**src/sv/cnrf_pkg.sv**
```systemverilog
// Shared types, constants and saturation helpers for the cubic Newton root finder.
`default_nettype none

package cnrf_pkg;

   localparam int Q_W       = 32;
   localparam int FRAC_BITS = 16;
   localparam int MAX_ITER  = 64;
   localparam int TOL_W     = 16;
   localparam int ITER_W    = 7;
   localparam int STAT_W    = 2;
   localparam int STEP_W    = $clog2(MAX_ITER + 1);

   // divider: dividend is |f| scaled by 2^FRAC_BITS
   localparam int DVD_W = Q_W + FRAC_BITS;
   localparam int DCNT_W = $clog2(DVD_W);

   localparam int CSR_IDX_W = 3;
   localparam logic [CSR_IDX_W-1:0] CSR_COEF_CUBIC    = 3'd0;
   localparam logic [CSR_IDX_W-1:0] CSR_COEF_SQUARE   = 3'd1;
   localparam logic [CSR_IDX_W-1:0] CSR_COEF_LINEAR   = 3'd2;
   localparam logic [CSR_IDX_W-1:0] CSR_COEF_CONSTANT = 3'd3;
   localparam logic [CSR_IDX_W-1:0] CSR_TOLERANCE     = 3'd4;

   localparam logic [STAT_W-1:0] STAT_CONVERGED  = 2'd0;
   localparam logic [STAT_W-1:0] STAT_ZERO_DERIV = 2'd1;
   localparam logic [STAT_W-1:0] STAT_LIMIT      = 2'd2;

   typedef logic signed [Q_W-1:0]   q_type;
   typedef logic signed [2*Q_W-1:0] wide_type;

   localparam wide_type Q_MAX_W = 64'sh0000_0000_7FFF_FFFF;
   localparam wide_type Q_MIN_W = 64'shFFFF_FFFF_8000_0000;

   function automatic wide_type widen(input q_type v);
      return wide_type'(v);
   endfunction

   // clamp a wide signed value to the Q16.16 range
   function automatic q_type sat_q(input wide_type v);
      q_type r;
      if (v > Q_MAX_W) begin
         r = q_type'(Q_MAX_W);
      end else if (v < Q_MIN_W) begin
         r = q_type'(Q_MIN_W);
      end else begin
         r = q_type'(v);
      end
      return r;
   endfunction

   function automatic q_type sat_add(input q_type a, input q_type b);
      return sat_q(widen(a) + widen(b));
   endfunction

endpackage

`default_nettype wire

```
**src/sv/cnrf_if.sv**
```systemverilog
// Handshake interfaces for the guess (request) and root (response) channels.
`default_nettype none

interface cnrf_req_if import cnrf_pkg::*; ();
   logic  valid;
   logic  ready;
   q_type initial_guess;

   modport source (output valid, output initial_guess, input ready);
   modport sink   (input valid, input initial_guess, output ready);
endinterface

interface cnrf_rsp_if import cnrf_pkg::*; ();
   logic              valid;
   logic              ready;
   q_type             root;
   logic [ITER_W-1:0] iterations;
   logic [STAT_W-1:0] status;

   modport source (output valid, output root, output iterations, output status,
                   input ready);
   modport sink   (input valid, input root, input iterations, input status,
                   output ready);
endinterface

`default_nettype wire

```
**src/sv/cubic_newton_root_finder_core.sv**
```systemverilog
// Top level: Newton-Raphson root of a cubic, sequencer around one multiplier and one divider.
//
//   channel | dir | payload                          | handshake
//   --------+-----+----------------------------------+-------------------------
//   req     | in  | initial_guess (Q16.16)           | valid/ready
//   rsp     | out | root, iterations, status         | valid/ready
//   csr     | in  | csr_index, csr_wdata             | csr_we, no back-pressure
//
// One item at a time in the sequencer: req.ready is high only while idle. Each Newton
// step computes f and f' through the shared multiplier, waits on the bit-serial
// divide, then updates x; an item runs n steps, n <= 64. A finished result moves to
// an output register, so the next item can start while it waits; a second finished
// result waits in the sequencer until that register frees, which stalls further
// requests. Reset is synchronous and returns the sequencer to idle and the registers
// to their defaults (a=b=d=0, c=1.0, tolerance=1).
`default_nettype none

module cubic_newton_root_finder_core import cnrf_pkg::*; (
   input  wire                  clock,
   input  wire                  reset,
   cnrf_req_if.sink             req,
   cnrf_rsp_if.source           rsp,
   input  wire                  csr_we,
   input  wire [CSR_IDX_W-1:0]  csr_index,
   input  wire [Q_W-1:0]        csr_wdata
);

   // sequencer codes; M_ states issue a product, T_ states take it
   localparam logic [4:0] ST_IDLE   = 5'd0;
   localparam logic [4:0] ST_M_XX   = 5'd1;
   localparam logic [4:0] ST_T_XX   = 5'd2;
   localparam logic [4:0] ST_M_X3   = 5'd3;
   localparam logic [4:0] ST_T_X3   = 5'd4;
   localparam logic [4:0] ST_M_AX3  = 5'd5;
   localparam logic [4:0] ST_T_AX3  = 5'd6;
   localparam logic [4:0] ST_M_BX2  = 5'd7;
   localparam logic [4:0] ST_T_BX2  = 5'd8;
   localparam logic [4:0] ST_M_CX   = 5'd9;
   localparam logic [4:0] ST_T_CX   = 5'd10;
   localparam logic [4:0] ST_F_SUM  = 5'd11;
   localparam logic [4:0] ST_F_CHK  = 5'd12;
   localparam logic [4:0] ST_M_AX2  = 5'd13;
   localparam logic [4:0] ST_T_AX2  = 5'd14;
   localparam logic [4:0] ST_M_BX   = 5'd15;
   localparam logic [4:0] ST_T_BX   = 5'd16;
   localparam logic [4:0] ST_DF_SUM = 5'd17;
   localparam logic [4:0] ST_DF_CHK = 5'd18;
   localparam logic [4:0] ST_DIV    = 5'd19;
   localparam logic [4:0] ST_X_UPD  = 5'd20;
   localparam logic [4:0] ST_DONE   = 5'd21;

   // configuration
   q_type            coef_a_ff, coef_b_ff, coef_c_ff, coef_d_ff;
   logic [TOL_W-1:0] tol_ff;

   // datapath
   logic [4:0]        state_ff, state_in;
   q_type             x_ff, x_in;
   q_type             x2_ff, x2_in;
   q_type             x3_ff, x3_in;
   q_type             s_ff, s_in;
   q_type             f_ff, f_in;
   q_type             df_ff, df_in;
   q_type             q_ff, q_in;
   logic [STEP_W-1:0] steps_ff, steps_in;
   logic [STAT_W-1:0] status_ff, status_in;

   // output register
   logic              out_valid_ff;
   q_type             out_root_ff;
   logic [ITER_W-1:0] out_iter_ff;
   logic [STAT_W-1:0] out_stat_ff;
   logic              out_load;

   q_type    mul_a, mul_b, mul_res;
   logic     div_start, div_done;
   q_type    div_quot;
   wide_type f_w, tol_w;
   logic     converged;

   always_ff @(posedge clock) begin
      if (reset) begin
         coef_a_ff <= '0;
         coef_b_ff <= '0;
         coef_c_ff <= q_type'(1 << FRAC_BITS);
         coef_d_ff <= '0;
         tol_ff    <= TOL_W'(1);
      end else if (csr_we) begin
         unique case (csr_index)
            CSR_COEF_CUBIC:    coef_a_ff <= csr_wdata;
            CSR_COEF_SQUARE:   coef_b_ff <= csr_wdata;
            CSR_COEF_LINEAR:   coef_c_ff <= csr_wdata;
            CSR_COEF_CONSTANT: coef_d_ff <= csr_wdata;
            CSR_TOLERANCE:     tol_ff    <= csr_wdata[TOL_W-1:0];
            default: ;
         endcase
      end
   end

   // operand select for the shared multiplier
   always_comb begin
      unique case (state_ff)
         ST_M_X3:  begin mul_a = x2_ff;     mul_b = x_ff;  end
         ST_M_AX3: begin mul_a = coef_a_ff; mul_b = x3_ff; end
         ST_M_BX2: begin mul_a = coef_b_ff; mul_b = x2_ff; end
         ST_M_CX:  begin mul_a = coef_c_ff; mul_b = x_ff;  end
         ST_M_AX2: begin mul_a = coef_a_ff; mul_b = x2_ff; end
         ST_M_BX:  begin mul_a = coef_b_ff; mul_b = x_ff;  end
         default:  begin mul_a = x_ff;      mul_b = x_ff;  end
      endcase
   end

   cnrf_mul u_mul (
      .clock (clock),
      .op_a  (mul_a),
      .op_b  (mul_b),
      .res   (mul_res)
   );

   assign div_start = (state_ff == ST_DF_CHK) && (df_ff != '0);

   cnrf_div u_div (
      .clock (clock),
      .reset (reset),
      .start (div_start),
      .num   (f_ff),
      .den   (df_ff),
      .done  (div_done),
      .quot  (div_quot)
   );

   // |f| <= tol
   assign f_w       = widen(f_ff);
   assign tol_w     = {{(2*Q_W-TOL_W){1'b0}}, tol_ff};
   assign converged = (f_w <= tol_w) && (f_w >= -tol_w);

   // finished result moves out once the output register is free or being emptied
   assign out_load = (state_ff == ST_DONE) && (!out_valid_ff || rsp.ready);

   always_comb begin
      state_in  = state_ff;
      x_in      = x_ff;
      x2_in     = x2_ff;
      x3_in     = x3_ff;
      s_in      = s_ff;
      f_in      = f_ff;
      df_in     = df_ff;
      q_in      = q_ff;
      steps_in  = steps_ff;
      status_in = status_ff;
      unique case (state_ff)
         ST_IDLE: begin
            if (req.valid) begin
               x_in     = req.initial_guess;
               steps_in = '0;
               state_in = ST_M_XX;
            end
         end
         ST_M_XX:  state_in = ST_T_XX;
         ST_T_XX: begin
            x2_in    = mul_res;
            state_in = ST_M_X3;
         end
         ST_M_X3:  state_in = ST_T_X3;
         ST_T_X3: begin
            x3_in    = mul_res;
            state_in = ST_M_AX3;
         end
         ST_M_AX3: state_in = ST_T_AX3;
         ST_T_AX3: begin
            s_in     = mul_res;
            state_in = ST_M_BX2;
         end
         ST_M_BX2: state_in = ST_T_BX2;
         ST_T_BX2: begin
            s_in     = sat_add(s_ff, mul_res);
            state_in = ST_M_CX;
         end
         ST_M_CX:  state_in = ST_T_CX;
         ST_T_CX: begin
            s_in     = sat_add(s_ff, mul_res);
            state_in = ST_F_SUM;
         end
         ST_F_SUM: begin
            f_in     = sat_add(s_ff, coef_d_ff);
            state_in = ST_F_CHK;
         end
         ST_F_CHK: begin
            // convergence is checked before the step limit
            if (converged) begin
               status_in = STAT_CONVERGED;
               state_in  = ST_DONE;
            end else if (steps_ff >= STEP_W'(MAX_ITER)) begin
               status_in = STAT_LIMIT;
               state_in  = ST_DONE;
            end else begin
               state_in = ST_M_AX2;
            end
         end
         ST_M_AX2: state_in = ST_T_AX2;
         ST_T_AX2: begin
            // 3*a*x^2
            s_in     = sat_q((widen(mul_res) <<< 1) + widen(mul_res));
            state_in = ST_M_BX;
         end
         ST_M_BX:  state_in = ST_T_BX;
         ST_T_BX: begin
            // + 2*b*x
            s_in     = sat_add(s_ff, sat_q(widen(mul_res) <<< 1));
            state_in = ST_DF_SUM;
         end
         ST_DF_SUM: begin
            df_in    = sat_add(s_ff, coef_c_ff);
            state_in = ST_DF_CHK;
         end
         ST_DF_CHK: begin
            if (df_ff == '0) begin
               status_in = STAT_ZERO_DERIV;
               state_in  = ST_DONE;
            end else begin
               state_in = ST_DIV;
            end
         end
         ST_DIV: begin
            if (div_done) begin
               q_in     = div_quot;
               state_in = ST_X_UPD;
            end
         end
         ST_X_UPD: begin
            x_in     = sat_q(widen(x_ff) - widen(q_ff));
            steps_in = steps_ff + 1'b1;
            state_in = ST_M_XX;
         end
         ST_DONE: begin
            if (out_load) begin
               state_in = ST_IDLE;
            end
         end
         default: state_in = ST_IDLE;
      endcase
   end

   always_ff @(posedge clock) begin
      if (reset) begin
         state_ff <= ST_IDLE;
         steps_ff <= '0;
      end else begin
         state_ff <= state_in;
         steps_ff <= steps_in;
      end
   end

   always_ff @(posedge clock) begin
      x_ff      <= x_in;
      x2_ff     <= x2_in;
      x3_ff     <= x3_in;
      s_ff      <= s_in;
      f_ff      <= f_in;
      df_ff     <= df_in;
      q_ff      <= q_in;
      status_ff <= status_in;
   end

   always_ff @(posedge clock) begin
      if (reset) begin
         out_valid_ff <= 1'b0;
      end else if (out_load) begin
         out_valid_ff <= 1'b1;
      end else if (rsp.ready) begin
         out_valid_ff <= 1'b0;
      end
   end

   always_ff @(posedge clock) begin
      if (out_load) begin
         out_root_ff <= x_ff;
         out_iter_ff <= ITER_W'(steps_ff);
         out_stat_ff <= status_ff;
      end
   end

   assign req.ready      = (state_ff == ST_IDLE);
   assign rsp.valid      = out_valid_ff;
   assign rsp.root       = out_root_ff;
   assign rsp.iterations = out_iter_ff;
   assign rsp.status     = out_stat_ff;

   // step counter never passes the limit
   a_steps_bound: assert property (@(posedge clock) disable iff (reset)
      steps_ff <= STEP_W'(MAX_ITER))
      else $error("step count beyond limit");

   // once an item is taken, no other is taken until the sequencer is idle again
   a_one_item: assert property (@(posedge clock) disable iff (reset)
      (req.valid && req.ready) |=> !req.ready)
      else $error("second item accepted while busy");

   // a divider completion only arrives while the sequencer waits for it
   a_div_done: assert property (@(posedge clock) disable iff (reset)
      div_done |-> (state_ff == ST_DIV))
      else $error("unexpected divider completion");

   // limit status only with the full step count
   a_limit_count: assert property (@(posedge clock) disable iff (reset)
      (rsp.valid && rsp.status == STAT_LIMIT) |-> (rsp.iterations == ITER_W'(MAX_ITER)))
      else $error("limit status with short step count");

   // a zero-derivative exit never happens without a zero derivative
   a_zero_deriv: assert property (@(posedge clock) disable iff (reset)
      (state_ff == ST_DONE && status_ff == STAT_ZERO_DERIV) |-> (df_ff == '0))
      else $error("zero derivative status with nonzero derivative");

endmodule

`default_nettype wire

```
**src/sv/cnrf_mul.sv**
```systemverilog
// Shared fixed-point multiplier: registered product, floor shift, saturation.
`default_nettype none

module cnrf_mul import cnrf_pkg::*; (
   input  wire   clock,
   input  q_type op_a,
   input  q_type op_b,
   output q_type res
);

   wide_type prod_ff;

   always_ff @(posedge clock) begin
      prod_ff <= op_a * op_b;
   end

   // arithmetic shift rounds toward minus infinity
   assign res = sat_q(prod_ff >>> FRAC_BITS);

endmodule

`default_nettype wire

```
**src/sv/cnrf_div.sv**
```systemverilog
// Restoring divider, one quotient bit per cycle: sat((num << FRAC_BITS) / den).
`default_nettype none

module cnrf_div import cnrf_pkg::*; (
   input  wire   clock,
   input  wire   reset,
   input  wire   start,
   input  q_type num,
   input  q_type den,
   output logic  done,
   output q_type quot
);

   logic [Q_W-1:0]    rem_ff, rem_in;
   logic [DVD_W-1:0]  quo_ff, quo_in;
   logic [Q_W-1:0]    dvs_ff;
   logic [DCNT_W-1:0] cnt_ff;
   logic              busy_ff, done_ff, neg_ff;

   logic [Q_W-1:0] num_abs, den_abs;
   logic [Q_W:0]   shifted;
   logic [Q_W+1:0] diff;
   logic           take;
   wide_type       signed_q;

   assign num_abs = num[Q_W-1] ? (~num + 1'b1) : num;
   assign den_abs = den[Q_W-1] ? (~den + 1'b1) : den;

   assign shifted = {rem_ff, quo_ff[DVD_W-1]};
   assign diff    = {1'b0, shifted} - {2'b00, dvs_ff};
   assign take    = ~diff[Q_W+1];
   assign rem_in  = take ? diff[Q_W-1:0] : shifted[Q_W-1:0];
   assign quo_in  = {quo_ff[DVD_W-2:0], take};

   always_ff @(posedge clock) begin
      if (reset) begin
         busy_ff <= 1'b0;
         done_ff <= 1'b0;
      end else begin
         done_ff <= 1'b0;
         if (start) begin
            busy_ff <= 1'b1;
         end else if (busy_ff && cnt_ff == '0) begin
            busy_ff <= 1'b0;
            done_ff <= 1'b1;
         end
      end
   end

   always_ff @(posedge clock) begin
      if (start) begin
         rem_ff <= '0;
         quo_ff <= {num_abs, {FRAC_BITS{1'b0}}};
         dvs_ff <= den_abs;
         neg_ff <= num[Q_W-1] ^ den[Q_W-1];
         cnt_ff <= DCNT_W'(DVD_W - 1);
      end else if (busy_ff) begin
         rem_ff <= rem_in;
         quo_ff <= quo_in;
         cnt_ff <= cnt_ff - 1'b1;
      end
   end

   // truncation toward zero: divide magnitudes, then apply the sign
   assign signed_q = neg_ff ? -wide_type'(quo_ff) : wide_type'(quo_ff);
   assign quot     = sat_q(signed_q);
   assign done     = done_ff;

endmodule

`default_nettype wire

```
**src/flat_wrapper.sv**
```systemverilog
// flat-port wrapper written by rule: the top's interface ports become plain ports
module cubic_newton_root_finder_core_flat import cnrf_pkg::*;
  (clock, reset, csr_we, csr_index, csr_wdata, req_valid, req_initial_guess, req_ready, rsp_valid, rsp_root, rsp_iterations, rsp_status, rsp_ready);
  cnrf_req_if req_i ();
  cnrf_rsp_if rsp_i ();
  input  wire clock;
  input  wire reset;
  input  wire csr_we;
  input  wire [CSR_IDX_W-1:0] csr_index;
  input  wire [Q_W-1:0] csr_wdata;
  input wire logic [$bits(req_i.valid)-1:0] req_valid;
  input wire logic [$bits(req_i.initial_guess)-1:0] req_initial_guess;
  output wire logic [$bits(req_i.ready)-1:0] req_ready;
  output wire logic [$bits(rsp_i.valid)-1:0] rsp_valid;
  output wire logic [$bits(rsp_i.root)-1:0] rsp_root;
  output wire logic [$bits(rsp_i.iterations)-1:0] rsp_iterations;
  output wire logic [$bits(rsp_i.status)-1:0] rsp_status;
  input wire logic [$bits(rsp_i.ready)-1:0] rsp_ready;
  assign req_i.valid = req_valid;
  assign req_i.initial_guess = req_initial_guess;
  assign req_ready = req_i.ready;
  assign rsp_valid = rsp_i.valid;
  assign rsp_root = rsp_i.root;
  assign rsp_iterations = rsp_i.iterations;
  assign rsp_status = rsp_i.status;
  assign rsp_i.ready = rsp_ready;
  cubic_newton_root_finder_core u_core (.clock(clock), .reset(reset), .req(req_i), .rsp(rsp_i), .csr_we(csr_we), .csr_index(csr_index), .csr_wdata(csr_wdata));
endmodule
```
**config.mk**
```make
export PLATFORM = sky130hd
export DESIGN_NAME = cubic_newton_root_finder_core_flat
export DESIGN_NICKNAME = d
export VERILOG_FILES = /design/src/sv/cnrf_pkg.sv /design/src/sv/cnrf_if.sv /design/src/sv/cubic_newton_root_finder_core.sv /design/src/sv/cnrf_mul.sv /design/src/sv/cnrf_div.sv /design/src/flat_wrapper.sv
export SDC_FILE = /design/constraint.sdc
export NUM_CORES = 2
export LEC_CHECK = 0
export ABC_AREA = 1
export BUFFER_PORTS_ARGS = -buffer_cell sky130_fd_sc_hd__buf_2
export CAP_MARGIN = 20
export CELL_PAD_IN_SITES_DETAIL_PLACEMENT = 0
export CELL_PAD_IN_SITES_GLOBAL_PLACEMENT = 1
export CORE_ASPECT_RATIO = 1.2
export CORE_MARGIN = 2
export CORE_UTILIZATION = 54
export DETAILED_ROUTE_END_ITERATION = 16
export GPL_ROUTABILITY_DRIVEN = 0
export MAX_ROUTING_LAYER = met4
export PLACE_DENSITY_LB_ADDON = 0.3
export SYNTH_ARGS = -nofsm -noshare
export SYNTH_HDL_FRONTEND = slang
export SYNTH_SLANG_ARGS = --single-unit
export TNS_END_PERCENT = 20
```
**constraint.sdc**
```tcl
create_clock -name clock -period 14.65 [get_ports clock]
set_clock_uncertainty 0.05 [all_clocks]
set_input_delay 2.93 -clock clock [delete_from_list [all_inputs] [get_ports clock]]
set_output_delay 2.93 -clock clock [all_outputs]
set_load 0.02 [all_outputs]
```
# After elaboration in Yosys (flattened, before gate mapping)
# Cells that the tools add are included.
dict set report word_totals {
  ff_bits 609
  in_bits 72
  out_inout_bits 43
  word_cells 174
}
dict set report classes {
  add_sub_neg 13
  multipliers 1
  magnitude_cmp 21
  eq_ne 30
  muxes 45
  bitwise 4
  n_reduce_logical 31
}
# operator count
set op_table {}
lappend op_table {{two-way mux 32 bit} 19}
lappend op_table {{> comparator 64 x 32 -> 1 bit (second input constant)} 7}
lappend op_table {{< comparator 64 x 32 -> 1 bit (second input constant)} 7}
lappend op_table {{case mux 32 bit (4 select lines)} 2}
lappend op_table {{adder 32 x 32 -> 33 bit} 4}
lappend op_table {{case mux 32 bit (2 select lines)} 2}
lappend op_table {{case mux 5 bit (22 select lines)} 1}
lappend op_table {{two-way mux 48 bit} 2}
lappend op_table {{adder 32 x 1 -> 32 bit (second input constant)} 2}
lappend op_table {{>= comparator 32 x 64 -> 1 bit} 1}
lappend op_table {{multiplier 32 x 32 -> 64 bit} 1}
lappend op_table {{two-way mux 64 bit} 1}
lappend op_table {{negator 16 -> 64 bit} 1}
lappend op_table {{negator 48 -> 64 bit} 1}
lappend op_table {{NOT 32 bit} 2}
lappend op_table {{> comparator 48 x 32 -> 1 bit (second input constant)} 1}
lappend op_table {{< comparator 48 x 32 -> 1 bit (second input constant)} 1}
lappend op_table {{equality test 5 x 4 -> 1 bit (second input constant)} 8}
lappend op_table {{adder 33 x 32 -> 34 bit} 1}
lappend op_table {{subtractor 33 x 32 -> 34 bit} 1}
lappend op_table {{> comparator 33 x 32 -> 1 bit (second input constant)} 1}
lappend op_table {{< comparator 33 x 32 -> 1 bit (second input constant)} 1}
lappend op_table {{subtractor 32 x 32 -> 33 bit} 1}
lappend op_table {{less-or-equal comparator 32 x 17 -> 1 bit} 1}
lappend op_table {{other kinds (36)} 76}

# Depth between registers and ports, before layout
dict set report logic_depth {
  depth_word 12
  ltp_mapped 44
  ltp_nobuf 41
}

# By module
# From an unflattened synthesis, not the netlist that was laid out.
dict set report hier_totals {
  hier_cells 10984
  hier_area_um2 81340.5
}
# module n_inst cells_each area_each_um2 seq_area_each_um2
set by_module_without_submodules {}
lappend by_module_without_submodules {cnrf_mul 1 5260 40324.9 960.9}
lappend by_module_without_submodules {cubic_newton_root_finder_core 1 4170 30965.9 11160.7}
lappend by_module_without_submodules {cnrf_div 1 1554 10049.6 3072.9}

# Worst setup path after synthesis
# Ideal clock, no wire load.
dict set report synth_path {
  path_type {register to register}
  start {reg u_core.state_ff[4]}
  end {reg u_core.u_mul.prod_ff[52]}
  setup_time_ns 0.112
  arrival_time_ns 8.534
  t_required_ns 14.488
  path_slack_ns 5.954
  path_stages_with_launch 35
  cell_sequence {dfxtp_1 buf_4 inv_2 nand4_2 nand2_2 buf_4 buf_2 nand2_1 o22ai_2 clkbuf_1 nor2_1 fa_1 inv_1 fa_1 inv_1 fa_1 fa_1 inv_1 fa_1 inv_1 fa_1 inv_1 fa_1 fa_1 inv_1 ha_1 a21oi_1 inv_1 nor2_1 a21boi_0 o21ai_0 a21oi_1 nand2_1 nand2_1 nand2_1}
}
dict set report synth_via {
  elab_chain_len 4
}
# element line
set synth_rtl {}
lappend synth_rtl {{start, declared} cubic_newton_root_finder_core.sv:57} ;# logic [4:0] state_ff, state_in;
lappend synth_rtl {{start signal, assigned} cubic_newton_root_finder_core.sv:249} ;# state_ff <= state_in;
lappend synth_rtl {{equality test 5 x 3 -> 1 bit / equality test 5 x 4 -> 1 bit (equally long branches)} cubic_newton_root_finder_core.sv:102} ;# unique case (state_ff)
lappend synth_rtl {{OR reduction 2 bit (no line)} -}
lappend synth_rtl {{case mux 32 bit (4 select lines) / case mux 32 bit (2 select lines) (equally long branches)} cubic_newton_root_finder_core.sv:102}
lappend synth_rtl {{multiplier 32 x 32 -> 64 bit (*)} cnrf_mul.sv:14} ;# prod_ff <= op_a * op_b;
lappend synth_rtl {{end signal, assigned} cnrf_mul.sv:14}
lappend synth_rtl {{end, declared} cnrf_mul.sv:11} ;# wide_type prod_ff;
# Mark *: on every way between the ends. The rest lies on a longest branch, timed or not.
# A chain may end at the register's enable or synchronous reset.

# Worst setup path after layout
dict set report layout_path {
  start {reg u_core.state_ff[0]}
  end {reg u_core.u_mul.prod_ff[52]}
}
# Same word-level chain as after synthesis.

==> metrics.yaml <==
sta:
  maxSlewViolCount: 0
  final.setup.tns_ns: 0
  finalCritPeriodShare_pct: 76.6
  fin_ws_ns: 3.42
  finalSetupViolCount: 0
  worstMarginPinSlew_ns: 1.23
  grt_setup_unrepaired: "no"
  hold_viol: 0
  slew_headroom_pct: 17.9
  min_period_ns: 11.23
  max_freq_ghz: 0.0891
grt:
  overflow: 0
  grt_pass1_wl_um: 403000
  antenna_found_initial: 16
  grt_usage_pct: 37.5
  grt_max_degree: 111
  grt_pass1_vias: 68200
critical_path:
  cp_top_family: "adder cells"
  path_buf_inv: 8
  worstSetupPathType: "reg -> reg"
  cp_max_fo: 21
  crit_path_frequent_cell: "fa_1"
  cp-end-kind: "flop"
  required_ns: 15.19
  slowest_stage: "fa_1"
  worstPathArrival_ns: 11.77
  max_stage_delay_ns: 0.92
  crit_path_start_kind: "flop"
logic_synthesis:
  synth_edf_count: 332
  ys_async_sr_fraction_pct: 0
  synthCells: 9963
  synth_seq_cells: 593
  yosys-top-cells-area: "fa_1 28%, edfxtp_1 13%, nand2_1 9.5%, inv_1 9.0%, ha_1 7.6%"
  synth.yosys.seq_area_share_pct: 19.5
  yosys.area.top_type_share_pct: 28.0
  syn_avg_cell_area_um2: 7.81
  synth_commonest_cells: "1971 x nand2_1, 1874 x inv_1, 1312 x nor2_1, 1088 x fa_1, 530 x a21oi_1"
  synth_cell_type_count: 72
  syn-num-nets: 11600
  syn_area_mm2: 0.0778
  yosysTopAreaCell: "fa_1"
  ys.flop_type: "edfxtp_1"
  post-synth-top-count-cell: "nand2_1"
  yosys_warnings: 0
final_layout:
  seq_area_mm2: 0.0152
  multiInputGateArea_mm2: 0.0541
  layout.cells.non_filler: 12000
  n_fill_cell: 13400
  drive_above_1_share_pct: 4.93
  fin_nets: 11600
  area_growth_pct: 6.15
clocking:
  cts_hold_buf: 0
  cts_tree: "built"
  post_cts_resized: 0
  clock_latency_ns: 0.71
  cts.clk_slew.worst_paths_ns: 0.07
  cts_max_level: 2
  clockBufferDepth: 3
  numCtsBuffers: 59
  clock_sinks: 593
  cts_setup_buffers: 0
  cts-root-buf: "clkbuf_16"
run:
  maxCapViolCount: 0
floorplan:
  ios: 115
  die_h_um: 420
  fp-row-count: 152
  start_util_pct: 54.4
  chipWidth_um: 351
  die_area_mm2: 0.147
  design.core.area_mm2: 0.143
detailed_routing:
  drc: 0
  dr.first_iter.drc_count: 6379
  ant_nets: 0
  wl_um: 266000
  vias_per_cell: 5.71
  routedWlPerCell_um: 22.2
  dr.pass1.iters: 7
  num_vias: 68300
outcome:
  status: "complete, no violations"
min_path:
  hold_path.class: "reg -> reg"
placed_design:
  numPortBuffers: 114
  dp_cells: 11800
  dp_hpwl_um: 215000
  place_ws_ns: 3.66
[cell type report]
type / count / share of cell area, %
Antenna cell: 14 / 0.0424
Clock buffer: 78 / 1.93
Clock inverter: 32 / 0.354
Inverter: 1912 / 8.69
Multi-Input combinational cell: 7135 / 65.5
Sequential cell: 593 / 18.4
Tap cell: 1925 / 2.92
Timing Repair Buffer: 265 / 2.12
[registers in the layout (all words and copies together), names as in the netlist, 5 cells and up]
register	cells
u_core.coef_c_ff	32
u_core.f_ff	32
u_core.df_ff	32
u_core.x2_ff	32
u_core.coef_d_ff	32
u_core.x_ff	32
u_core.coef_b_ff	32
u_core.state_ff	5
u_core.s_ff	32
u_core.u_div.dvs_ff	32
u_core.u_div.quo_ff	48
u_core.u_div.rem_ff	32
u_core.q_ff	32
u_core.x3_ff	32
u_core.steps_ff	7
u_core.rsp.iterations	7
u_core.rsp.root	32
u_core.tol_ff	16
u_core.coef_a_ff	32
u_core.u_mul.prod_ff	48
u_core.u_div.cnt_ff	6
[per-stage QoR]
stage	hold slack [ns]	utilization, %	area [um2]
final	0.402	57.8	82600
after global routing	0.416	57.8	82600
after CTS	0.402	57.7	82500
after detailed placement	0.393	56.4	80600
after global placement	0.386	56.4	80600
after floorplan	0.350	-	77800
[worst reg2reg max path: cells and delay by family (launching register included)]
family | cells | cell delay [ns]
buffers and inverters | 8 | 2.14
and+or+nand+nor | 10 | 1.95
AOI/OAI and AO/OA | 6 | 1.66
DFF | 1 | 0.49
adders and majority gates | 9 | 4.91
[cell families (layout without fill, tap and decap cells)]
family	count (synthesis)	in the layout	share of synthesized area [%]
adder cells (fa/ha/maj)	1563	1563	35.6
other	0	14	0
AND/OR/NAND/NOR	3870	3870	20.1
XOR/XNOR	320	320	3.60
buffers and inverters	2235	2287	11.0
AO/OA/AOI/OAI	1382	1382	10.2
flip-flops	593	593	19.5
[per-layer routing]
layer,global-route usage (%),part of all wire [%],up-vias
met5,-,0,-
met4,23.2,7.6,0
met3,6.97,8.5,876
met2,60.3,47,3127
met1,43.5,37,33300
li1,-,-,31000
[worst paths after layout]
kind	slack, ns	to	start	cells past startpoint
min	0.40	u_core.coef_d_ff[10]$_SDFFE_PP0P_	u_core.coef_d_ff[10]$_SDFFE_PP0P_	2
max	3.42	u_core.u_mul.prod_ff[52]$_DFF_P_	u_core.state_ff[0]$_SDFFE_PP0P_	33
min reg2reg	0.40	u_core.coef_d_ff[10]$_SDFFE_PP0P_	u_core.coef_d_ff[10]$_SDFFE_PP0P_	2
max reg2reg	3.42	u_core.u_mul.prod_ff[52]$_DFF_P_	u_core.state_ff[0]$_SDFFE_PP0P_	33
[cell usage in the layout, fill, tap and decap left out, types with 12 or more instances in the layout]
cell and count:
a211oi_1 12, a21o_1 35, a21oi_1 529, a221oi_1 27
a22oi_1 16, a31oi_1 34, buf_2 114, buf_4 148
clkbuf_1 14, clkbuf_16 59, clkinv_1 25, clkinv_2 12
dfxtp_1 261, diode_2 14, edfxtp_1 332, fa_1 1088
ha_1 475, inv_1 1873, inv_2 21, nand2_1 1971
nand2_2 14, nand3_1 314, nand3b_1 12, nand4_1 66
nor2_1 1304, nor2_2 14, nor3_1 81, nor4_1 37
o211ai_1 29, o21a_1 31, o21ai_0 486, o21ai_1 19
o21ai_2 17, o21bai_1 38, o22ai_1 35, o22ai_2 20
or2_2 12, xnor2_1 94, xor2_1 226
Power is left out: the tool's default activity adds up to more than one toggle a clock period on the data nets, which glitch-free logic cannot reach.
